`src/rtl/core/assert_macros.svh`:
```
// Assertion helpers shared by the RTL of the transcoder.
// Each macro expects clk and rst_n in the scope that uses it.
`ifndef ASSERT_MACROS_SVH
`define ASSERT_MACROS_SVH

// Same-cycle implication, checked out of reset
`define ASSERT_IMP(lbl, ante, cons) \
  lbl: assert property (@(posedge clk) disable iff (!rst_n) (ante) |-> (cons)) \
    else $error("same-cycle implication failed");

// Next-cycle implication, checked out of reset
`define ASSERT_NEXT(lbl, ante, cons) \
  lbl: assert property (@(posedge clk) disable iff (!rst_n) (ante) |=> (cons)) \
    else $error("next-cycle implication failed");

`endif

```
`src/rtl/core/u8u16_pkg.sv`:
```
// ----------------------------------------------------------------------------
// u8u16_pkg
// Error codes, codepoint limits, surrogate bases and sequence lengths of the UTF-8 to UTF-16LE transcoder.
// ----------------------------------------------------------------------------
`default_nettype none

package u8u16_pkg;

  // Error codes carried by each result beat
  typedef logic [2:0] err_t;
  localparam err_t ERR_OK           = 3'd0;
  localparam err_t ERR_BAD_LEAD     = 3'd1;
  localparam err_t ERR_TRUNCATED    = 3'd2;
  localparam err_t ERR_MISSING_CONT = 3'd3;
  localparam err_t ERR_OVERLONG     = 3'd4;
  localparam err_t ERR_SURROGATE    = 3'd5;
  localparam err_t ERR_ABOVE_MAX    = 3'd6;

  typedef logic [20:0] cp_t;
  typedef logic [15:0] unit_t;

  // Codepoint limits
  localparam cp_t CP_MAX       = 21'h10FFFF;
  localparam cp_t CP_SUPP_BASE = 21'h010000;
  localparam cp_t CP_SUR_LO    = 21'h00D800;
  localparam cp_t CP_SUR_HI    = 21'h00DFFF;
  localparam cp_t CP_MIN_LEN2  = 21'h000080;
  localparam cp_t CP_MIN_LEN3  = 21'h000800;
  localparam cp_t CP_MIN_LEN4  = 21'h010000;

  // Surrogate bases
  localparam unit_t HI_SUR_BASE = 16'hD800;
  localparam unit_t LO_SUR_BASE = 16'hDC00;

  // Sequence lengths
  localparam logic [2:0] LEN_IDLE = 3'd0;
  localparam logic [2:0] LEN_2    = 3'd2;
  localparam logic [2:0] LEN_3    = 3'd3;
  localparam logic [2:0] LEN_4    = 3'd4;

endpackage

`default_nettype wire

```
`src/rtl/core/utf8_to_utf16le_converter.sv`:
```
// ----------------------------------------------------------------------------
// utf8_to_utf16le_converter
// UTF-8 byte stream in, UTF-16 code units with error reporting out.
// ----------------------------------------------------------------------------
// One input byte is taken every clock while in_stall is low. The decode of a
// byte is a single combinational pass from the sequence state into a result
// register. A byte completing a supplementary codepoint yields a surrogate
// pair: the high unit is shown first and the low unit waits in a second slot,
// the input being held off while it waits. Results appear the cycle after
// their byte is taken. After an error the rest of the string is dropped up to
// and including the byte flagged end_of_string.
`default_nettype none

module utf8_to_utf16le_converter (
  input  wire logic        clk,
  input  wire logic        rst_n,
  // input channel
  input  wire logic        in_valid,
  output logic             in_stall,
  input  wire logic [7:0]  in_data_byte,
  input  wire logic        in_end_of_string,
  // result channel
  output logic             out_valid,
  input  wire logic        out_stall,
  output logic [15:0]      out_code_unit,
  output logic [2:0]       out_error_code,
  output logic             out_string_end,
  output logic             out_last_of_run
);

  `include "assert_macros.svh"

  // Sequence state
  logic [2:0]        seq_len_r, seq_len_nxt;
  logic [2:0]        seen_r, seen_nxt;
  u8u16_pkg::cp_t    accum_r, accum_nxt;
  logic              bad_cont_r, bad_cont_nxt;
  logic              drain_r, drain_nxt;

  // Output slots: the shown beat and a waiting low surrogate
  logic              out_valid_r;
  logic [15:0]       out_unit_r;
  u8u16_pkg::err_t   out_err_r;
  logic              out_end_r;
  logic              out_last_r;
  logic              pend2_r;
  logic [15:0]       sec_unit_r;
  logic              sec_end_r;

  // Decode signals
  logic              in_accept;
  logic              do_emit;
  logic              do_err;
  u8u16_pkg::err_t   err_sel;
  u8u16_pkg::cp_t    emit_cp;
  u8u16_pkg::cp_t    acc_shift;
  logic [2:0]        seen_inc;
  logic              bad_cont_now;
  u8u16_pkg::cp_t    min_cp;
  logic              is_pair;
  logic [19:0]       pair_off;
  logic [15:0]       res0_unit;
  logic [15:0]       res1_unit;

  // Hold the input while the shown beat is stuck or a low surrogate waits
  assign in_stall  = (out_valid_r && out_stall) || pend2_r;
  assign in_accept = in_valid && !in_stall;

  // Per-byte decode
  always_comb begin
    seq_len_nxt  = seq_len_r;
    seen_nxt     = seen_r;
    accum_nxt    = accum_r;
    bad_cont_nxt = bad_cont_r;
    drain_nxt    = drain_r;
    do_emit      = 1'b0;
    do_err       = 1'b0;
    err_sel      = u8u16_pkg::ERR_OK;
    emit_cp      = '0;
    acc_shift    = {accum_r[14:0], in_data_byte[5:0]};
    seen_inc     = seen_r + 3'd1;
    bad_cont_now = bad_cont_r || (in_data_byte[7:6] != 2'b10);

    unique case (seq_len_r)
      u8u16_pkg::LEN_2: min_cp = u8u16_pkg::CP_MIN_LEN2;
      u8u16_pkg::LEN_3: min_cp = u8u16_pkg::CP_MIN_LEN3;
      u8u16_pkg::LEN_4: min_cp = u8u16_pkg::CP_MIN_LEN4;
      default:          min_cp = '0;
    endcase

    if (drain_r) begin
      // dropping bytes until the end of the string
      if (in_end_of_string) begin
        drain_nxt = 1'b0;
      end
    end else if (seq_len_r == u8u16_pkg::LEN_IDLE) begin
      // leading byte
      priority if (!in_data_byte[7]) begin
        do_emit = 1'b1;
        emit_cp = {13'd0, in_data_byte};
      end else if (in_data_byte[7:5] == 3'b110) begin
        seq_len_nxt = u8u16_pkg::LEN_2;
        accum_nxt   = {16'd0, in_data_byte[4:0]};
      end else if (in_data_byte[7:4] == 4'b1110) begin
        seq_len_nxt = u8u16_pkg::LEN_3;
        accum_nxt   = {17'd0, in_data_byte[3:0]};
      end else if (in_data_byte[7:3] == 5'b11110) begin
        seq_len_nxt = u8u16_pkg::LEN_4;
        accum_nxt   = {18'd0, in_data_byte[2:0]};
      end else begin
        do_err  = 1'b1;
        err_sel = u8u16_pkg::ERR_BAD_LEAD;
      end
      if (!do_err && in_data_byte[7]) begin
        seen_nxt     = 3'd1;
        bad_cont_nxt = 1'b0;
        if (in_end_of_string) begin
          do_err  = 1'b1;
          err_sel = u8u16_pkg::ERR_TRUNCATED;
        end
      end
    end else begin
      // continuation byte
      bad_cont_nxt = bad_cont_now;
      accum_nxt    = acc_shift;
      seen_nxt     = seen_inc;
      if (seen_inc >= seq_len_r) begin
        priority if (bad_cont_now) begin
          do_err  = 1'b1;
          err_sel = u8u16_pkg::ERR_MISSING_CONT;
        end else if (acc_shift < min_cp) begin
          do_err  = 1'b1;
          err_sel = u8u16_pkg::ERR_OVERLONG;
        end else if (acc_shift >= u8u16_pkg::CP_SUR_LO &&
                     acc_shift <= u8u16_pkg::CP_SUR_HI) begin
          do_err  = 1'b1;
          err_sel = u8u16_pkg::ERR_SURROGATE;
        end else if (acc_shift > u8u16_pkg::CP_MAX) begin
          do_err  = 1'b1;
          err_sel = u8u16_pkg::ERR_ABOVE_MAX;
        end else begin
          do_emit = 1'b1;
          emit_cp = acc_shift;
        end
      end else if (in_end_of_string) begin
        do_err  = 1'b1;
        err_sel = u8u16_pkg::ERR_TRUNCATED;
      end
    end

    // a finished or failed sequence leaves the state idle
    if (do_err || do_emit) begin
      seq_len_nxt  = u8u16_pkg::LEN_IDLE;
      seen_nxt     = '0;
      accum_nxt    = '0;
      bad_cont_nxt = 1'b0;
    end
    if (do_err) begin
      drain_nxt = !in_end_of_string;
    end
  end

  // Code unit forming
  assign is_pair   = do_emit && (emit_cp >= u8u16_pkg::CP_SUPP_BASE);
  assign pair_off  = 20'(emit_cp - u8u16_pkg::CP_SUPP_BASE);
  assign res0_unit = !do_emit ? 16'd0 :
                     is_pair  ? (u8u16_pkg::HI_SUR_BASE | {6'd0, pair_off[19:10]}) :
                                emit_cp[15:0];
  assign res1_unit = u8u16_pkg::LO_SUR_BASE | {6'd0, pair_off[9:0]};

  // Control state
  always_ff @(posedge clk) begin
    if (!rst_n) begin
      seq_len_r   <= u8u16_pkg::LEN_IDLE;
      seen_r      <= '0;
      accum_r     <= '0;
      bad_cont_r  <= 1'b0;
      drain_r     <= 1'b0;
      out_valid_r <= 1'b0;
      pend2_r     <= 1'b0;
    end else begin
      // retire the shown beat, bring up a waiting low surrogate
      if (out_valid_r && !out_stall) begin
        out_valid_r <= pend2_r;
        pend2_r     <= 1'b0;
      end
      if (in_accept) begin
        seq_len_r  <= seq_len_nxt;
        seen_r     <= seen_nxt;
        accum_r    <= accum_nxt;
        bad_cont_r <= bad_cont_nxt;
        drain_r    <= drain_nxt;
        if (do_emit || do_err) begin
          out_valid_r <= 1'b1;
        end
        if (is_pair) begin
          pend2_r <= 1'b1;
        end
      end
    end
  end

  // Result payload
  always_ff @(posedge clk) begin
    if (out_valid_r && !out_stall && pend2_r) begin
      out_unit_r <= sec_unit_r;
      out_err_r  <= u8u16_pkg::ERR_OK;
      out_end_r  <= sec_end_r;
      out_last_r <= 1'b1;
    end
    if (in_accept && (do_emit || do_err)) begin
      out_unit_r <= res0_unit;
      out_err_r  <= err_sel;
      out_end_r  <= in_end_of_string;
      out_last_r <= !is_pair;
      sec_unit_r <= res1_unit;
      sec_end_r  <= in_end_of_string;
    end
  end

  assign out_valid       = out_valid_r;
  assign out_code_unit   = out_unit_r;
  assign out_error_code  = out_err_r;
  assign out_string_end  = out_end_r;
  assign out_last_of_run = out_last_r;

  // Checks
  `ASSERT_IMP(a_pend_shown, pend2_r, out_valid_r && !out_last_r &&
              (out_err_r == u8u16_pkg::ERR_OK))
  `ASSERT_IMP(a_drain_idle, drain_r, seq_len_r == u8u16_pkg::LEN_IDLE)
  `ASSERT_IMP(a_err_zero, out_valid_r && (out_err_r != u8u16_pkg::ERR_OK),
              out_unit_r == 16'd0)
  `ASSERT_NEXT(a_low_follows, pend2_r && !out_stall, out_valid_r && out_last_r)

endmodule

`default_nettype wire

```
`config.mk`:
```
export PLATFORM = sky130hd
export DESIGN_NAME = utf8_to_utf16le_converter
export DESIGN_NICKNAME = d
export VERILOG_FILES = /design/src/rtl/core/u8u16_pkg.sv /design/src/rtl/core/utf8_to_utf16le_converter.sv
export VERILOG_INCLUDE_DIRS = /design/src /design/src/rtl/core
export SDC_FILE = /design/constraint.sdc
export NUM_CORES = 1
export LEC_CHECK = 0
export ABC_AREA = 1
export BUFFER_PORTS_ARGS = -buffer_cell sky130_fd_sc_hd__buf_2
export CORE_ASPECT_RATIO = 0.7
export CORE_MARGIN = 2
export CORE_UTILIZATION = 60
export CTS_CLUSTER_SIZE = 40
export DETAILED_ROUTE_END_ITERATION = 8
export GPL_TIMING_DRIVEN = 0
export PLACE_DENSITY = 0.82
export SKIP_LAST_GASP = 1
export SYNTH_ARGS = -nofsm -noshare
export SYNTH_HDL_FRONTEND = slang
export SYNTH_SLANG_ARGS = --single-unit
```
`constraint.sdc`:
```
create_clock -name clk -period 4.9 [get_ports clk]
set_clock_uncertainty 0.1 [all_clocks]
set_input_delay 1.47 -clock clk [delete_from_list [all_inputs] [get_ports clk]]
set_output_delay 1.47 -clock clk [all_outputs]
set_load 0.01 [all_outputs]
```
==> summary.txt, run 1 <==
Clock tree
  • Htree depth: 3
  • CTS root buf: clkbuf_8
  • CTS tree: done
  • Clk buf depth: 2
  • Cts hold-fix bufs: 0
  • Cts bufs inserted: 9
  • CTS-repair resized insts: 0
  • # Post-CTS Setup Buffers: 0
  • Worst-skew pair later-pin latency: 0.36 ns
  • Worst-path clk slew: 0.07 ns
  • CTS sink count: 57

Synth
  • Area contributors post-synth: edfxtp_1, dfxtp_1, nand2_1
  • Post-synth EDFFs: 32
  • Syn_area_per_cell: 8.05 µm²
  • Flops & latches, synth: 57
  • Fraction of registers with async set/reset: 0
  • Synth cell types: 39
  • Predominant post-synthesis flop cell: edfxtp_1
  • Area share of the largest cell type after synthesis: 0.307
  • Synthesized area: 0.00313 mm²
  • Synth area leader: edfxtp_1
  • Seq/Total Area, Yosys: 0.467
  • Yosys warns: 0
  • Cell count after synthesis: 389
  • Mapped Nets: 410

Critical path
  • WP buf/inv: 4
  • Critical R2R Capture: out_code_unit[1]$_DFFE_PP_
  • Flop2flop setup slack: 1.15 ns
  • Worst Path Class, Setup: reg2reg
  • CP Data Required Time: 4.92 ns
  • Delay-heaviest family, CP: simple AND/OR/NAND/NOR gates
  • Most Frequent Cell on Critical Path: nand2_1
  • Critical Path Start Type: register
  • CP Capture Type: register
  • Critical Path Max Stage Delay: between 0.3 and 0.4 ns
  • Worst-path cell chain: ha_1 -> xnor2_1 -> inv_1 -> ha_1 -> nand2_1 -> o211ai_1 -> nand2_1 -> inv_1 -> nand3_1 -> nor2_4 -> inv_1 -> nor2_1 -> ha_1 -> nand2_1 -> nor2_1 -> nand2_1 -> nor2_1 -> nand3_2 -> nand2_2 -> buf_6 -> a21oi_1 -> nand2_1 -> nand2_1
  • R2R cell count: 23
  • CP arrival: 3.77 ns
  • Worst flop-to-flop path startpoint: seen_r[0]$_SDFFE_PN0P_
  • CP Max Fanout: 10
  • CP max stage cell: dfxtp_1

GRT
  • All-layer global routing usage: 0.304
  • First-pass GRT wire length: 13.3 mm
  • Largest net degree at the start of global routing: 21
  • GRT overflow: 0
  • Initial antenna violation count: 0
  • Vias in the first global route: 2,648

Power
  • VDD IR-drop max: 0.240 mV
  • Leakage: 1.61 nW
  • PwrDens: 399 mW/mm²
  • Total power: 1.43 mW

Finish
  • Commonest cells after routing, fill and taps aside: nand2_1, inv_1, buf_2
  • Synthesis-to-layout area growth: 14.3%
  • Nets: between 400 and 500
  • Leading cell type in the layout, fill and taps excluded: nand2_1
  • Share of cells above drive strength 1: 0.205
  • Final instance area: 0.00358 mm²
  • Filler cells: 387
  • Antenna Cells: 0

Floorplanning
  • Num rows: 21
  • Die area: 0.00582 mm²
  • Die width: 90.3 µm
  • Ports: 36
  • DIE HEIGHT: 64.4 µm
  • Starting density of the core: 0.637
  • Core area: 0.00491 mm²

Drt
  • DRC viols: 0
  • Routed Antenna Nets: 0
  • Via Count: 2,816
  • Drt pass-1 iters: 5
  • 1st-iter DRT viols: 261
  • Via/cell ratio: 5.53
  • DRT Wirelength: 7.96 mm
  • WL/cell: ~16 µm

STA
  • Max-slew violation count: 0
  • Period minus WS final: 3.75 ns
  • Final Hold Viols: 0
  • FMAX: 266 MHz
  • Setup TNS: 0 ns
  • RSZ-0062 raised after global routing: false
  • Worst slew pin tran: 0.612 ns
  • Relative slew slack: 0.591
  • Setup violators final: 0
  • Final period utilization: 0.766

Job
  • Max cap viols: 0

Place
  • Final HPWL DP: 5.85 mm
  • GP Congestion: 0.990
  • Port Buf Inserts: 34
  • Placed cell area: 0.00341 mm²

Status
  • Status: complete, no violations

Worst hold path
  • Hold endpoint: seen_r[1]$_SDFFE_PN0P_
  • WHS Path Cells: 2
  • Hold crit path type: reg2reg
  • Worst hold start: seen_r[1]$_SDFFE_PN0P_
==> cell type report <==
cell class	instances	area (µm²)	area share
Timing Repair Buffer	35	185	0.0517
Tap cell	69	86.3	0.0241
Clock inverter	4	18.8	0.00524
Sequential cell	57	1460	0.408
Buffer	11	62.6	0.0175
Multi-Input combinational cell	266	1400	0.392
Inverter	55	206	0.0577
Clock buffer	12	155	0.0433
==> sequential cells by signal, summed over array words and instances, names as in the netlist, 3 cells and up <==
register        flops
out_code_unit      16
accum_r            15
sec_unit_r         10
out_error_code      3
seen_r              3
seq_len_r           3
==> worst max path at each step <==
stage,start,to,cells after the start
global placement,in_data_byte[7],out_error_code[0]$_SDFFCE_PP0P_,11
finish,seen_r[0]$_SDFFE_PN0P_,out_code_unit[1]$_DFFE_PP_,23
global route,seen_r[0]$_SDFFE_PN0P_,out_code_unit[1]$_DFFE_PP_,23
floorplan,in_data_byte[6],out_code_unit[0]$_DFFE_PP_,9
detailed placement,in_data_byte[7],out_code_unit[0]$_DFFE_PP_,18
CTS,seen_r[0]$_SDFFE_PN0P_,out_code_unit[1]$_DFFE_PP_,23
==> stage by stage <==
stage	cells	hold slack, ns	utilization	setup slack, ns
6_report	509	0.376	0.729	1.15
5_1_grt	509	0.402	0.729	0.815
4_1_cts	509	0.378	0.729	1.23
3_5_place_dp	493	0.370	0.693	0.928
3_3_place_gp	492	0.354	0.689	0.576
2_1_floorplan	389	0.341	-	1.28
==> Yosys cell counts (2+ instances only) <==
master / count
nand2_1: 102
inv_1: 48
a21oi_1: 32
edfxtp_1: 32
nand3_1: 30
nor2_1: 29
dfxtp_1: 25
o21ai_0: 19
ha_1: 8
inv_2: 7
nand2_2: 7
clkbuf_1: 6
nand3_2: 4
nor2_2: 4
o21ai_1: 4
nand2_4: 3
a211oi_1: 2
buf_2: 2
buf_6: 2
nand4_1: 2
nor3_2: 2
nor4_2: 2
==> logic make-up after synthesis <==
family / synth area share
fa+ha+maj: 0.0320
flops: 0.467
buf+inv: 0.0859
compound gates: 0.115
simple gates: 0.295
xor+xnor: 0.00560
==> worst reg2reg max path, delay by kind of cell (launching register included) <==
family	cells	cell delay, ns
simple gates	13	1.43
fa+ha+maj	3	0.70
compound gates	2	0.43
buf+inv	4	0.36
flops	1	0.35
xor+xnor	1	0.13
==> where the power goes <==
group          switching [mW]  internal, mW  total [mW]  leakage, nW
sequential             0.0310         0.594       0.625        0.506
clock                   0.191         0.206       0.397       0.0936
combinational           0.282         0.125       0.406         1.01
==> per-layer routing <==
metal  up-vias  part of all wire  GRT usage  wire length (µm)
li1       1376                 -          -                 -
met1      1269              0.44      0.425              3540
met2       153              0.43      0.459              3440
met3        18              0.10     0.0733               818
met4         0             0.020      0.129               159
met5         -                 0          0                 0
Note: power is estimated with default switching activity, not from simulation.
==> run 2: changes to the inputs <==
- ABC_AREA: 1 -> 0
- CORE_UTILIZATION: 60 -> 57
- PLACE_DENSITY: 0.82 -> 0.79
- clock period: 4.9 -> 3.6 ns (I/O delays scaled with it)
==> run 2 against run 1 <==
Compared with the run above: combinational power decreased by 47%; worst setup slack got worse by 1.6 ns; largest cell class unchanged; synthesized area decreased by 8.7%; global-route usage decreased by 2.1 points; die area decreased by 3.7%; sequential share of layout area decreased by 0.57 points; the run now ends with negative setup slack left; critical path type is now in2reg.
==> summary.txt, run 2 <==
Clock tree
  • Worst-path clk slew: 0.06 ns (about the same)
  • Worst-skew pair later-pin latency: 0.34 ns (-0.02 ns)
  • CTS root buf: clkbuf_8
  • Cts bufs inserted: 9 (unchanged)
  • Cts hold-fix bufs: 0 (unchanged)
  • Clk buf depth: 2 (unchanged)
  • CTS sink count: 57 (unchanged)
  • Htree depth: 3 (unchanged)
  • CTS tree: done

STA
  • Setup violators final: 18 (+18)
  • Relative slew slack: 0.336 (-0.255)
  • Final Hold Viols: 0 (unchanged)
  • Worst hold margin: 0.363 ns (-0.0126 ns)
  • Worst Slack Setup Final: -0.425 ns (-1.57 ns)
  • Max-slew violation count: 0 (unchanged)
  • Final period utilization: 1.12
  • Worst slew pin tran: 0.988 ns (+0.376 ns)
  • RSZ-0062 raised after global routing: true
  • Period minus WS final: 4.03 ns
  • FMAX: around 250 MHz

Finish
  • Filler cells: 304 (-21%)
  • Share of cells above drive strength 1: 0.309 (+0.105)
  • Synthesis-to-layout area growth: 27.1%
  • Largest register FFs: 16 (unchanged)
  • Nets: 349 (-23%)
  • Final instance area: 0.00363 mm² (+1.5%)
  • Antenna Cells: 0 (unchanged)
  • Multi-input gate area: 0.00145 mm² (+3.2%)
  • Commonest cells after routing, fill and taps aside: buf_2, edfxtp_1, dfxtp_1
  • Reg area: 0.00146 mm² (about the same)

Critical path
  • CP Capture Type: register
  • Critical Path Start Type: input port
  • CP arrival: 4.02 ns (+0.25 ns)
  • Worst Path Class, Setup: in2reg
  • CP Max Fanout: 7 (-3)
  • R2R cell count: 13 (-43%)
  • CP Data Required Time: 3.59 ns (-1.33 ns)

Status
  • Status: finished, violations left
  • Failing checks: negative setup slack

Floorplanning
  • Starting density of the core: 0.594 (-0.0428)
  • Ports: 36 (unchanged)
  • Die width: 88.6 µm (-1.9%)
  • Num rows: 21 (unchanged)
  • Die area: 0.00560 mm² (-3.7%)
  • DIE HEIGHT: 63.2 µm (-1.9%)
  • Core area: 0.00481 mm² (-2.1%)

GRT
  • Met1 GRT Util: 0.408 (-0.0167)
  • Vias in the first global route: 2,355 (-11%)
  • First-pass GRT wire length: 11.8 mm (-11%)
  • Largest net degree at the start of global routing: 22 (+4.8%)
  • Busiest layer in global routing: met1
  • M2 GR Usage: 0.405 (-0.0538)
  • GRT overflow: 0 (unchanged)
  • Initial antenna violation count: 0 (unchanged)
  • Met3 usage in global routing: 0.0826 (+0.00931)
  • All-layer global routing usage: 0.284 (-0.0205)

Power
  • Total power: 1.55 mW (+8.5%)
  • PwrDens: 427 mW/mm² (+6.9%)
  • VDD IR-drop max: 0.328 mV (+37%)
  • Leakage: 1.49 nW (-7.8%)

Worst hold path
  • Hold crit path type: reg2reg
  • WHS Path Cells: 2 (unchanged)

Drt
  • WL/cell: 19.7 µm (+26%)
  • Via/cell ratio: 6.45 (+17%)
  • 1st-iter DRT viols: 322 (+23%)
  • Drt pass-1 iters: 5 (unchanged)
  • DRC viols: 0 (unchanged)
  • Routed Antenna Nets: 0 (unchanged)
  • DRT Wirelength: 7.90 mm (-0.74%)
  • Via Count: 2,593 (-7.9%)

Synth
  • Post-synthesis simple-gate area fraction: 0.191 (-0.104)
  • Xor/xnor share of the synthesized area: 0.00919 (+0.00360)
  • Synth cell types: 62 (+59%)
  • Fraction of registers with async set/reset: 0 (unchanged)
  • Compound-Gate Fraction of Synth Area: 0.208 (+0.0928)
  • Mux cell area share after synthesis: 0.00744 (+0.00744)
  • Syn_area_per_cell: 10.7 µm² (+33%)
  • Synthesized area: 0.00286 mm² (-8.7%)
  • Post-synth EDFFs: 32 (unchanged)
  • Main combinational cell family by area after synthesis: compound AO/OA/AOI/OAI gates
  • Area contributors post-synth: edfxtp_1, dfxtp_1, a22o_1
  • Flops & latches, synth: 57 (unchanged)
  • Mapped Nets: 288 (-30%)
  • Commonest cells in the netlist: edfxtp_1, dfxtp_1, nand2_1, a22o_1, o21ai_0
  • Synth area leader: edfxtp_1
  • Area share of the largest cell type after synthesis: 0.336 (+0.0293)
  • Cell count after synthesis: 267 (-31%)
  • Seq/Total Area, Yosys: 0.511 (+0.0446)
  • Post-Synth Adder-Cell Area: 0.0350 (+0.00305)
  • Top-count cell post-synth: edfxtp_1
  • Predominant post-synthesis flop cell: edfxtp_1
  • Yosys warns: 0 (unchanged)

Place
  • GP Congestion: 0.874 (-12%)
  • Worst slack at placement: -1.01 ns (-1.94 ns)
  • Final HPWL DP: 4.76 mm (-19%)
  • Placed cell area: 0.00319 mm² (-6.4%)
  • Port Buf Inserts: 32 (-5.9%)

Job
  • Max cap viols: 0 (unchanged)
## run 2: cell count changes after synthesis, moves of 5 or more
cell	before	now
a21oi_1	32	11
a221o_1	0	5
a22o_1	0	15
and2_1	0	10
inv_1	48	11
inv_2	7	0
nand2_1	102	21
nand2_2	7	0
nand3_1	30	10
nor2_1	29	9
nor2b_1	0	8
nor3_1	1	10
## run 2: power by group
part	internal, mW	switching [mW]	total [mW]
combinational	0.0824	0.134	0.217
clock	0.334	0.250	0.584
sequential	0.734	0.0150	0.749
## run 2: worst paths after layout
| path | end | slack, ns | from |
|---|---|---|---|
| setup / recovery | out_code_unit[5]$_DFFE_PP_ | -0.43 | in_data_byte[7] |
| setup reg to reg | out_code_unit[5]$_DFFE_PP_ | -0.36 | accum_r[11]$_SDFFE_PN0P_ |
| hold / removal | bad_cont_r$_SDFFE_PN0P_ | 0.36 | bad_cont_r$_SDFFE_PN0P_ |
| hold reg to reg | bad_cont_r$_SDFFE_PN0P_ | 0.36 | bad_cont_r$_SDFFE_PN0P_ |
## run 2: what timing repair did
item,in CTS,in global routing
gates resized for setup,13,13
pin swaps,14,12
cloned,0,1
setup buffers,10,7
endpoints found under the setup margin,39,39
## run 2: cells by family after synthesis
group / count (synthesis)
compound gates: 77
simple gates: 96
mux: 2
fa+ha+maj: 8
xor+xnor: 3
flops: 57
buf+inv: 24
## run 2: worst max-delay path: stages
cell and delay (ns):
buf_6 0.10, or3b_4 0.40, nor3_4 0.13, nand4_1 0.18
nor2_4 0.20, buf_8 0.13, nand2_4 0.06, inv_4 0.07
ha_4 0.13, or4b_4 0.47, nor3_4 0.22, a31oi_4 0.16
o21ai_0 0.28, nand2b_1 0.11, a32o_2 0.29
## run 2: final cells by class
| type | count | share of cell area |
|---|---|---|
| inverter | 12 | 0.0138 |
| tap | 69 | 0.0238 |
| timing repair buffer | 49 | 0.0830 |
| buffer | 12 | 0.0262 |
| sequential | 57 | 0.403 |
| clock buffer | 12 | 0.0399 |
| clock inverter | 4 | 0.0121 |
| multi-input combinational | 187 | 0.399 |
## run 2: metal layers
layer  routed length, µm  share of wire  up-vias
met4                 147          0.019        0
met3                 897           0.11       26
li1                    -              -     1146
met5                   0              0        -
met1                3310           0.42     1229
met2                3540           0.45      192
## run 2: stage by stage
stage	instances	setup TNS [ns]	util
final	402	-4.95	0.756
after global routing	402	-6.92	0.756
after floorplan	267	-10.08	-
after CTS	394	-2.84	0.729
after global placement	368	-19.14	0.663
after detailed placement	368	-19.72	0.663
